`src/gdn_pkg.sv`:
```
// gdn_pkg: shared types, constants and month tables for the gregorian date neighbours core
// no dependencies; used by every module and interface of the block
`timescale 1ns / 1ps
`default_nettype none

package gdn_pkg;

   localparam int DAY_W     = 5;
   localparam int MONTH_W   = 4;
   localparam int YEAR_W    = 14;
   localparam int ORDINAL_W = 9;

   // reciprocal of 25 scaled by 2^17, exact for every 14-bit year
   localparam int RECIP_SHIFT = 17;
   localparam int RECIP_W     = 13;
   localparam int PROD_W      = YEAR_W + RECIP_W;
   localparam int QUOT_W      = PROD_W - RECIP_SHIFT;
   localparam logic [RECIP_W-1:0] RECIP_25 = 13'd5243;
   localparam logic [YEAR_W-1:0]  DIV_25   = 14'd25;

   localparam logic [MONTH_W-1:0] MONTH_JAN = 4'd1;
   localparam logic [MONTH_W-1:0] MONTH_DEC = 4'd12;
   localparam logic [DAY_W-1:0]   DAY_FIRST = 5'd1;
   localparam logic [DAY_W-1:0]   DAY_DEC_LAST = 5'd31;

   typedef struct packed {
      logic [DAY_W-1:0]   day;
      logic [MONTH_W-1:0] month;
      logic [YEAR_W-1:0]  year;
   } date_type;

   typedef struct packed {
      logic                 valid_res;
      logic [DAY_W-1:0]     next_day;
      logic [MONTH_W-1:0]   next_month;
      logic [YEAR_W-1:0]    next_year;
      logic [DAY_W-1:0]     prev_day;
      logic [MONTH_W-1:0]   prev_month;
      logic [YEAR_W-1:0]    prev_year;
      logic [ORDINAL_W-1:0] ordinal_day;
   } result_type;

   typedef struct packed {
      logic s2;
      logic s3;
      logic s4;
   } stage_en_type;

   function automatic logic [DAY_W-1:0] month_len(input logic leap,
                                                  input logic [MONTH_W-1:0] month);
      logic [DAY_W-1:0] len;
      case (month)
         4'd1:    len = 5'd31;
         4'd2:    len = leap ? 5'd29 : 5'd28;
         4'd3:    len = 5'd31;
         4'd4:    len = 5'd30;
         4'd5:    len = 5'd31;
         4'd6:    len = 5'd30;
         4'd7:    len = 5'd31;
         4'd8:    len = 5'd31;
         4'd9:    len = 5'd30;
         4'd10:   len = 5'd31;
         4'd11:   len = 5'd30;
         4'd12:   len = 5'd31;
         default: len = 5'd0;
      endcase
      return len;
   endfunction

   function automatic logic [ORDINAL_W-1:0] days_before(input logic leap,
                                                        input logic [MONTH_W-1:0] month);
      logic [ORDINAL_W-1:0] base;
      logic [ORDINAL_W-1:0] adj;
      adj = (leap && month > 4'd2) ? 9'd1 : 9'd0;
      case (month)
         4'd1:    base = 9'd0;
         4'd2:    base = 9'd31;
         4'd3:    base = 9'd59;
         4'd4:    base = 9'd90;
         4'd5:    base = 9'd120;
         4'd6:    base = 9'd151;
         4'd7:    base = 9'd181;
         4'd8:    base = 9'd212;
         4'd9:    base = 9'd243;
         4'd10:   base = 9'd273;
         4'd11:   base = 9'd304;
         4'd12:   base = 9'd334;
         default: base = 9'd0;
      endcase
      return base + adj;
   endfunction

endpackage

`default_nettype wire

```
`src/gdn_req_if.sv`:
```
// gdn_req_if: valid/ready channel carrying one input date word
// depends on gdn_pkg for field widths
`timescale 1ns / 1ps
`default_nettype none

interface gdn_req_if;
   logic                         valid;
   logic                         ready;
   logic [gdn_pkg::DAY_W-1:0]    day;
   logic [gdn_pkg::MONTH_W-1:0]  month;
   logic [gdn_pkg::YEAR_W-1:0]   year;

   modport source (output valid, output day, output month, output year, input ready);
   modport sink   (input valid, input day, input month, input year, output ready);
endinterface

`default_nettype wire

```
`src/gdn_rsp_if.sv`:
```
// gdn_rsp_if: valid/ready channel carrying one result word
// depends on gdn_pkg for field widths
`timescale 1ns / 1ps
`default_nettype none

interface gdn_rsp_if;
   logic                           valid;
   logic                           ready;
   logic                           valid_res;
   logic [gdn_pkg::DAY_W-1:0]      next_day;
   logic [gdn_pkg::MONTH_W-1:0]    next_month;
   logic [gdn_pkg::YEAR_W-1:0]     next_year;
   logic [gdn_pkg::DAY_W-1:0]      prev_day;
   logic [gdn_pkg::MONTH_W-1:0]    prev_month;
   logic [gdn_pkg::YEAR_W-1:0]     prev_year;
   logic [gdn_pkg::ORDINAL_W-1:0]  ordinal_day;

   modport source (output valid, output valid_res, output next_day, output next_month,
                   output next_year, output prev_day, output prev_month, output prev_year,
                   output ordinal_day, input ready);
   modport sink   (input valid, input valid_res, input next_day, input next_month,
                   input next_year, input prev_day, input prev_month, input prev_year,
                   input ordinal_day, output ready);
endinterface

`default_nettype wire

```
`src/gdn_leap.sv`:
```
// gdn_leap: stages two and three, leap year test by reciprocal divide by 25
// depends on gdn_pkg
`timescale 1ns / 1ps
`default_nettype none

module gdn_leap (
   input  wire logic                  clock,
   input  wire gdn_pkg::stage_en_type en,
   input  wire gdn_pkg::date_type     date,
   output gdn_pkg::date_type          date_out,
   output logic                       leap_out
);

   logic [gdn_pkg::PROD_W-1:0] prod;
   logic [gdn_pkg::QUOT_W-1:0] quot_in;
   logic [gdn_pkg::QUOT_W-1:0] quot_ff;
   gdn_pkg::date_type          date2_ff;
   logic [gdn_pkg::YEAR_W-1:0] back;
   logic                       div25;
   logic                       leap_in;
   logic                       leap_ff;
   gdn_pkg::date_type          date3_ff;

   // stage two: quotient of year / 25
   assign prod    = {{gdn_pkg::RECIP_W{1'b0}}, date.year}
                  * {{gdn_pkg::YEAR_W{1'b0}}, gdn_pkg::RECIP_25};
   assign quot_in = prod[gdn_pkg::PROD_W-1:gdn_pkg::RECIP_SHIFT];

   always_ff @(posedge clock) begin
      if (en.s2) begin
         quot_ff  <= quot_in;
         date2_ff <= date;
      end
   end

   // stage three: divisibility and leap rule
   assign back    = gdn_pkg::YEAR_W'({{(gdn_pkg::YEAR_W-gdn_pkg::QUOT_W){1'b0}}, quot_ff}
                  * gdn_pkg::DIV_25);
   assign div25   = (back == date2_ff.year);
   assign leap_in = div25 ? (date2_ff.year[3:0] == 4'd0) : (date2_ff.year[1:0] == 2'd0);

   always_ff @(posedge clock) begin
      if (en.s3) begin
         leap_ff  <= leap_in;
         date3_ff <= date2_ff;
      end
   end

   assign date_out = date3_ff;
   assign leap_out = leap_ff;

endmodule

`default_nettype wire

```
`src/gdn_calc.sv`:
```
// gdn_calc: stage four, validity check, neighbour dates and ordinal day into the output register
// depends on gdn_pkg month tables
`timescale 1ns / 1ps
`default_nettype none

module gdn_calc (
   input  wire logic                  clock,
   input  wire logic                  en,
   input  wire gdn_pkg::date_type     date,
   input  wire logic                  leap,
   output gdn_pkg::result_type        result
);

   logic [gdn_pkg::DAY_W-1:0]   len;
   logic [gdn_pkg::DAY_W-1:0]   prev_len;
   logic                        ok;
   gdn_pkg::result_type         res_in;
   gdn_pkg::result_type         res_ff;

   assign len      = gdn_pkg::month_len(leap, date.month);
   assign prev_len = gdn_pkg::month_len(leap, date.month - gdn_pkg::MONTH_JAN);
   assign ok       = (date.month >= gdn_pkg::MONTH_JAN) && (date.month <= gdn_pkg::MONTH_DEC)
                  && (date.day != '0) && (date.day <= len);

   always_comb begin
      res_in = '0;
      if (ok) begin
         res_in.valid_res = 1'b1;
         if (date.day < len) begin
            res_in.next_day   = date.day + gdn_pkg::DAY_FIRST;
            res_in.next_month = date.month;
            res_in.next_year  = date.year;
         end else if (date.month != gdn_pkg::MONTH_DEC) begin
            res_in.next_day   = gdn_pkg::DAY_FIRST;
            res_in.next_month = date.month + gdn_pkg::MONTH_JAN;
            res_in.next_year  = date.year;
         end else begin
            res_in.next_day   = gdn_pkg::DAY_FIRST;
            res_in.next_month = gdn_pkg::MONTH_JAN;
            res_in.next_year  = date.year + gdn_pkg::YEAR_W'(1);
         end
         if (date.day > gdn_pkg::DAY_FIRST) begin
            res_in.prev_day   = date.day - gdn_pkg::DAY_FIRST;
            res_in.prev_month = date.month;
            res_in.prev_year  = date.year;
         end else if (date.month != gdn_pkg::MONTH_JAN) begin
            res_in.prev_day   = prev_len;
            res_in.prev_month = date.month - gdn_pkg::MONTH_JAN;
            res_in.prev_year  = date.year;
         end else begin
            res_in.prev_day   = gdn_pkg::DAY_DEC_LAST;
            res_in.prev_month = gdn_pkg::MONTH_DEC;
            res_in.prev_year  = date.year - gdn_pkg::YEAR_W'(1);
         end
         res_in.ordinal_day = gdn_pkg::days_before(leap, date.month)
                            + {{(gdn_pkg::ORDINAL_W-gdn_pkg::DAY_W){1'b0}}, date.day};
      end
   end

   always_ff @(posedge clock) begin
      if (en) begin
         res_ff <= res_in;
      end
   end

   assign result = res_ff;

endmodule

`default_nettype wire

```
`src/gregorian_date_neighbours_core.sv`:
```
// Gregorian date neighbours: a four-stage pipeline that checks a date and returns the day after,
// the day before and the day of the year. One date word is accepted every cycle while the result
// channel is not stalled; each word passes through the input register, the multiply by the
// reciprocal of 25, the leap test and the month table stage. A stall on the result channel holds
// the pipeline, filling empty stages first. An invalid date returns valid_res low and all zeros.
// Depends on gdn_pkg, gdn_req_if, gdn_rsp_if, gdn_leap and gdn_calc.
`timescale 1ns / 1ps
`default_nettype none

module gregorian_date_neighbours_core (
   input  wire logic clock,
   input  wire logic reset,
   gdn_req_if.sink   req_port,
   gdn_rsp_if.source rsp_port
);

   logic                  v1_ff, v2_ff, v3_ff, v4_ff;
   logic                  en1;
   gdn_pkg::stage_en_type en;
   gdn_pkg::date_type     date1_ff;
   gdn_pkg::date_type     date3;
   logic                  leap3;
   gdn_pkg::result_type   result;

   assign en.s4 = !v4_ff || rsp_port.ready;
   assign en.s3 = !v3_ff || en.s4;
   assign en.s2 = !v2_ff || en.s3;
   assign en1   = !v1_ff || en.s2;

   assign req_port.ready = en1;

   always_ff @(posedge clock) begin
      if (reset) begin
         v1_ff <= 1'b0;
         v2_ff <= 1'b0;
         v3_ff <= 1'b0;
         v4_ff <= 1'b0;
      end else begin
         if (en1)   v1_ff <= req_port.valid;
         if (en.s2) v2_ff <= v1_ff;
         if (en.s3) v3_ff <= v2_ff;
         if (en.s4) v4_ff <= v3_ff;
      end
   end

   always_ff @(posedge clock) begin
      if (en1) begin
         date1_ff.day   <= req_port.day;
         date1_ff.month <= req_port.month;
         date1_ff.year  <= req_port.year;
      end
   end

   gdn_leap u_leap (
      .clock    (clock),
      .en       (en),
      .date     (date1_ff),
      .date_out (date3),
      .leap_out (leap3)
   );

   gdn_calc u_calc (
      .clock  (clock),
      .en     (en.s4),
      .date   (date3),
      .leap   (leap3),
      .result (result)
   );

   assign rsp_port.valid       = v4_ff;
   assign rsp_port.valid_res   = result.valid_res;
   assign rsp_port.next_day    = result.next_day;
   assign rsp_port.next_month  = result.next_month;
   assign rsp_port.next_year   = result.next_year;
   assign rsp_port.prev_day    = result.prev_day;
   assign rsp_port.prev_month  = result.prev_month;
   assign rsp_port.prev_year   = result.prev_year;
   assign rsp_port.ordinal_day = result.ordinal_day;

   // invalid word carries zeros
   a_invalid_zero: assert property (@(posedge clock) disable iff (reset)
      (rsp_port.valid && !rsp_port.valid_res) |-> (result == '0))
      else $error("invalid date word with nonzero fields");

   // valid word has nonzero months, days and ordinal day
   a_valid_range: assert property (@(posedge clock) disable iff (reset)
      (rsp_port.valid && rsp_port.valid_res) |->
         (rsp_port.next_month != '0 && rsp_port.prev_month != '0
          && rsp_port.next_day != '0 && rsp_port.prev_day != '0
          && rsp_port.ordinal_day != '0))
      else $error("valid date word with zero fields");

   // a stage blocked by the next one keeps its word
   a_stage3_hold: assert property (@(posedge clock) disable iff (reset)
      (v3_ff && !en.s4) |=> (v3_ff && $stable(date3) && $stable(leap3)))
      else $error("stage three word lost under stall");

   // a full pipeline never accepts while stalled at the output
   a_full_stall: assert property (@(posedge clock) disable iff (reset)
      (v1_ff && v2_ff && v3_ff && v4_ff && !rsp_port.ready) |-> !req_port.ready)
      else $error("input taken while pipeline full and stalled");

endmodule

`default_nettype wire

```
`src/flat_wrapper.sv`:
```
// flat-port wrapper written by rule: the top's interface ports become plain ports
module gregorian_date_neighbours_core_flat 
  (clock, reset, req_port_valid, req_port_day, req_port_month, req_port_year, req_port_ready, rsp_port_valid, rsp_port_valid_res, rsp_port_next_day, rsp_port_next_month, rsp_port_next_year, rsp_port_prev_day, rsp_port_prev_month, rsp_port_prev_year, rsp_port_ordinal_day, rsp_port_ready);
  gdn_req_if req_port_i ();
  gdn_rsp_if rsp_port_i ();
  input  wire logic clock;
  input  wire logic reset;
  input wire logic [$bits(req_port_i.valid)-1:0] req_port_valid;
  input wire logic [$bits(req_port_i.day)-1:0] req_port_day;
  input wire logic [$bits(req_port_i.month)-1:0] req_port_month;
  input wire logic [$bits(req_port_i.year)-1:0] req_port_year;
  output wire logic [$bits(req_port_i.ready)-1:0] req_port_ready;
  output wire logic [$bits(rsp_port_i.valid)-1:0] rsp_port_valid;
  output wire logic [$bits(rsp_port_i.valid_res)-1:0] rsp_port_valid_res;
  output wire logic [$bits(rsp_port_i.next_day)-1:0] rsp_port_next_day;
  output wire logic [$bits(rsp_port_i.next_month)-1:0] rsp_port_next_month;
  output wire logic [$bits(rsp_port_i.next_year)-1:0] rsp_port_next_year;
  output wire logic [$bits(rsp_port_i.prev_day)-1:0] rsp_port_prev_day;
  output wire logic [$bits(rsp_port_i.prev_month)-1:0] rsp_port_prev_month;
  output wire logic [$bits(rsp_port_i.prev_year)-1:0] rsp_port_prev_year;
  output wire logic [$bits(rsp_port_i.ordinal_day)-1:0] rsp_port_ordinal_day;
  input wire logic [$bits(rsp_port_i.ready)-1:0] rsp_port_ready;
  assign req_port_i.valid = req_port_valid;
  assign req_port_i.day = req_port_day;
  assign req_port_i.month = req_port_month;
  assign req_port_i.year = req_port_year;
  assign req_port_ready = req_port_i.ready;
  assign rsp_port_valid = rsp_port_i.valid;
  assign rsp_port_valid_res = rsp_port_i.valid_res;
  assign rsp_port_next_day = rsp_port_i.next_day;
  assign rsp_port_next_month = rsp_port_i.next_month;
  assign rsp_port_next_year = rsp_port_i.next_year;
  assign rsp_port_prev_day = rsp_port_i.prev_day;
  assign rsp_port_prev_month = rsp_port_i.prev_month;
  assign rsp_port_prev_year = rsp_port_i.prev_year;
  assign rsp_port_ordinal_day = rsp_port_i.ordinal_day;
  assign rsp_port_i.ready = rsp_port_ready;
  gregorian_date_neighbours_core u_core (.clock(clock), .reset(reset), .req_port(req_port_i), .rsp_port(rsp_port_i));
endmodule
```
`config.mk`:
```
export PLATFORM = sky130hd
export DESIGN_NAME = gregorian_date_neighbours_core_flat
export DESIGN_NICKNAME = d
export VERILOG_FILES = /design/src/gdn_pkg.sv /design/src/gdn_req_if.sv /design/src/gdn_rsp_if.sv /design/src/gdn_leap.sv /design/src/gdn_calc.sv /design/src/gregorian_date_neighbours_core.sv /design/src/flat_wrapper.sv
export SDC_FILE = /design/constraint.sdc
export NUM_CORES = 1
export LEC_CHECK = 0
export BUFFER_PORTS_ARGS = -buffer_cell sky130_fd_sc_hd__buf_2
export CORE_MARGIN = 1.5
export CORE_UTILIZATION = 30
export CTS_CLUSTER_SIZE = 14
export DETAILED_ROUTE_END_ITERATION = 8
export GPL_TIMING_DRIVEN = 0
export HOLD_SLACK_MARGIN = 0.02
export SYNTH_ARGS = -nofsm -noshare
export SYNTH_HDL_FRONTEND = slang
export SYNTH_SLANG_ARGS = --single-unit
```
`constraint.sdc`:
```
create_clock -name clock -period 10.6 [get_ports clock]
set_clock_uncertainty 0.15 [all_clocks]
set_input_delay 2.12 -clock clock [delete_from_list [all_inputs] [get_ports clock]]
set_output_delay 2.12 -clock clock [all_outputs]
set_load 0.05 [all_outputs]
```
==> impl_metrics.ini <==
[worst_setup_path]
path_cells = buf_2 -> nor2b_1 -> and2_1 -> buf_2 -> nand3_2 -> buf_2
cp_data_arrival_time_ns = 3.88
crit_path_end_kind = output pin
crit_top_cell = buf_2
critPathMaxFanout = 25
crit_family = simple AND/OR/NAND/NOR gates
crit_buf_inv = 3
required_ns = 8.33
cp_slowest_stage_delay_ns = 0.62
crit_type = primary input to output pin
crit_slowest_cell = nand3_2
cp-start-kind = primary input

[finish]
drive_gt1_share_pct = 14.40
fin_nets = 1324
fin_cells = 1545
fillers = 3538
area_growth_pct = 14.61

[sta]
period_minus_slack_ns = 6.152
drv_slew = 0
tns_ns = 0
fin_crit_sh_pct = 58.03
setup-violations-final = 0
slew_headroom_pct = 46.02
rsz0062_at_grt = false
hold_violations = 0
worst_slew_pin_slew_ns = 0.8025
max_freq_mhz = 162.6

[synthesis]
ys_seq_area_share_pct = 39.49
ys_types = 67
synth_edf_count = 136
syn_area_per_cell_um2 = 11.39
ys_ff_latch = 149
ys.flop_type = edfxtp_1
yosysTopAreaCell = edfxtp_1
syn_inst = 966
yosys-top-cells-area = edfxtp_1 37%, ha_1 18%, fa_1 13%, inv_1 5.1%, xnor2_1 3.6%
yosys_warnings = 0
synth_fp_nets = 1220
synth_top_area_share_pct = 37.13
synth_area_um2 = 11000
async_reset_ff_share_pct = 0

[route]
firstDrtPassIters = 5
drtIter0Drc = 385
ant_nets = 0
routedWlPerCell_um = 13.92
avgViaCountPerCell = 4.616
routed_wl_um = 21510
wl_met3_um = 642
drc = 0
wl_met1_um = 9484
wl_met2_um = 10810
route.vias.total = 7132
top_layer = met4

[floorplan]
coreArea_um2 = 35830
num_rows = 69
die_width_um = 194.5
initial_core_util_pct = 30.70
chipHeight_um = 194.5
dieArea_um2 = 37820
io_pins = 85

[global_route]
antenna_found_initial = 0
grt.overflow.total = 0
grt_usage_pct = 11.80
grt_pass1_wl_um = 35460
first_global_vias = 7127
grt_max_degree = 45

[cts]
clk_latency_ns = 0.43
clkTransAtPathRegs_ns = 0.07
htree_levels = 4
cts_root_buf = clkbuf_16
cts_tree = built
clockBufferDepth = 2
post_cts_buffers = 0
cts.sinks = 149
cts_buffers = 17
cts-resized-gates = 0
cts_hold_buf = 0

[placed_design]
dp.cells = 1512
io_buffers = 84
gp_congestion = 0.8554
dpl.hpwl_um = 17490

[power_and_ir_drop]
vdd_drop_max_v = 0.0001555
p_total_mw = 3.386
power_density_nw_per_um2 = 268.6
p_leak_nw = 5.722

[run]
maxCapViolCount = 0

[min_path]
worst_hold_path_type = flip-flop to flip-flop

[outcome]
outcome = finished clean
layout by cell type (no fill, tap or decap), types with 3 or more instances in the layout:
cell type and n:
nand3b_1 3, nand3_1 18, a211oi_1 12, a31o_2 3, fa_1 70, nor2_1 70
o21ai_0 26, nor2b_1 8, and2_1 5, clkbuf_16 17, a311oi_1 4, a21boi_0 4
clkbuf_1 4, nand2b_1 3, and3_1 7, dfxtp_1 13, a21o_1 8, buf_2 95
a221oi_1 3, xor2_1 20, o21bai_1 8, or3_1 6, o211ai_1 5, a21oi_1 42
nor4_1 3, nand4_1 7, a31oi_1 5, nor3_1 16, mux2i_1 4, nand3_2 3
o21a_1 4, edfxtp_1 136, nand2_1 40, inv_8 8, inv_1 148, ha_1 157
xnor2_1 45, clkinvlp_4 4
cell usage after synthesis, types with 6 or more instances:
library cell and instances:
buf_2 11, edfxtp_1 136, nor2b_1 8, dfxtp_1 13
xnor2_1 45, a21o_1 8, or3_1 6, nand2_1 41
and3_1 7, o21bai_1 8, o21ai_0 26, a211oi_1 12
nor2_1 70, inv_1 149, fa_1 70, a21oi_1 42
nor3_1 16, xor2_1 20, nand3_1 19, nand4_1 7
ha_1 157
kinds of logic (layout without fill, tap and decap cells):
| family | after synthesis | count (layout) | share of synthesized area (%) |
|---|---|---|---|
| AOI/OAI and AO/OA | 141 | 141 | 8.236 |
| DFF | 149 | 149 | 39.49 |
| xor gates and xnor gates | 65 | 65 | 5.176 |
| adders and majority gates | 227 | 227 | 30.60 |
| and+or+nand+nor | 208 | 208 | 9.794 |
| buffers and inverters | 170 | 287 | 6.108 |
| other | 0 | 1 | 0 |
| muxes | 6 | 6 | 0.5915 |
area by class of cell:
cell class,count,area [um2],share of cell area (%)
Tap cell,461,576.8,4.576
Buffer,20,108.9,0.8635
Inverter,150,563.0,4.467
Timing Repair Buffer,85,440.4,3.494
Clock buffer,17,425.4,3.375
Antenna cell,1,2.502,0.01985
Sequential cell,149,4344,34.46
Multi-Input combinational cell,647,5991,47.52
Clock inverter,15,153.9,1.221
per-layer routing:
metal  GRT usage [%]  up-vias
li1                -     3564
met1           14.10     3405
met2           20.88      131
met3           2.013       32
met4           5.006        0
met5               0        -
state kept, by name, indices dropped and copies added (netlist names), named ones only:
| name | count |
|---|---|
| u_core.u_calc.result | 56 |
| u_core.date1_ff | 23 |
| u_core.u_leap.date2_ff | 23 |
| u_core.u_leap.date_out | 23 |
| u_core.u_leap.quot_ff | 10 |
| u_core.rsp_port.valid | 1 |
| u_core.u_leap.leap_out | 1 |
| u_core.v1_ff | 1 |
| u_core.v2_ff | 1 |
| u_core.v3_ff | 1 |
metrics by stage:
| step | util, % | hold WS, ns | setup slack (ns) | instance area, um2 |
|---|---|---|---|---|
| 6_report | 35.18 | 0.2708 | 4.448 | 12610 |
| 2_1_floorplan | - | 0.2503 | 4.884 | 11000 |
| 5_1_grt | 35.18 | 0.2776 | 4.238 | 12600 |
| 3_3_place_gp | 33.48 | 0.2546 | 3.888 | 12000 |
| 4_1_cts | 35.17 | 0.2726 | 4.373 | 12600 |
| 3_5_place_dp | 33.55 | 0.2545 | 4.370 | 12020 |
worst reg2reg max path, cell delays in order (launching register included):
cell      delay [ns]
edfxtp_1        0.59
inv_1           0.17
fa_1            0.55
inv_1           0.05
ha_1            0.22
fa_1            0.53
inv_1           0.05
fa_1            0.47
fa_1            0.54
inv_1           0.04
ha_1            0.32
nand4_1         0.17
a211oi_1        0.28
a211oi_1        0.18
o41ai_1         0.53
a221oi_1        0.18
xnor2_1         0.17
power by group:
part | switching [mW] | total, mW | leakage (nW) | internal, mW
logic | 1.15 | 2.00 | 3.84 | 0.852
registers | 0.0512 | 0.791 | 1.60 | 0.740
clock network | 0.276 | 0.590 | 0.274 | 0.315
final timing paths:
kind	cells past startpoint	slack, ns	endpoint	from
hold / removal	0	0.27	u_core.u_leap.date_out[22]$_DFFE_PN_	u_core.u_leap.date2_ff[22]$_DFFE_PP_
setup / recovery	6	4.45	req_port_ready	rsp_port_ready
setup reg to reg	16	5.14	u_core.u_leap.quot_ff[6]$_DFFE_PP_	u_core.date1_ff[4]$_DFFE_PP_
hold reg to reg	0	0.27	u_core.u_leap.date_out[22]$_DFFE_PN_	u_core.u_leap.date2_ff[22]$_DFFE_PP_
No activity file was read; power rests on OpenSTA's default activity.
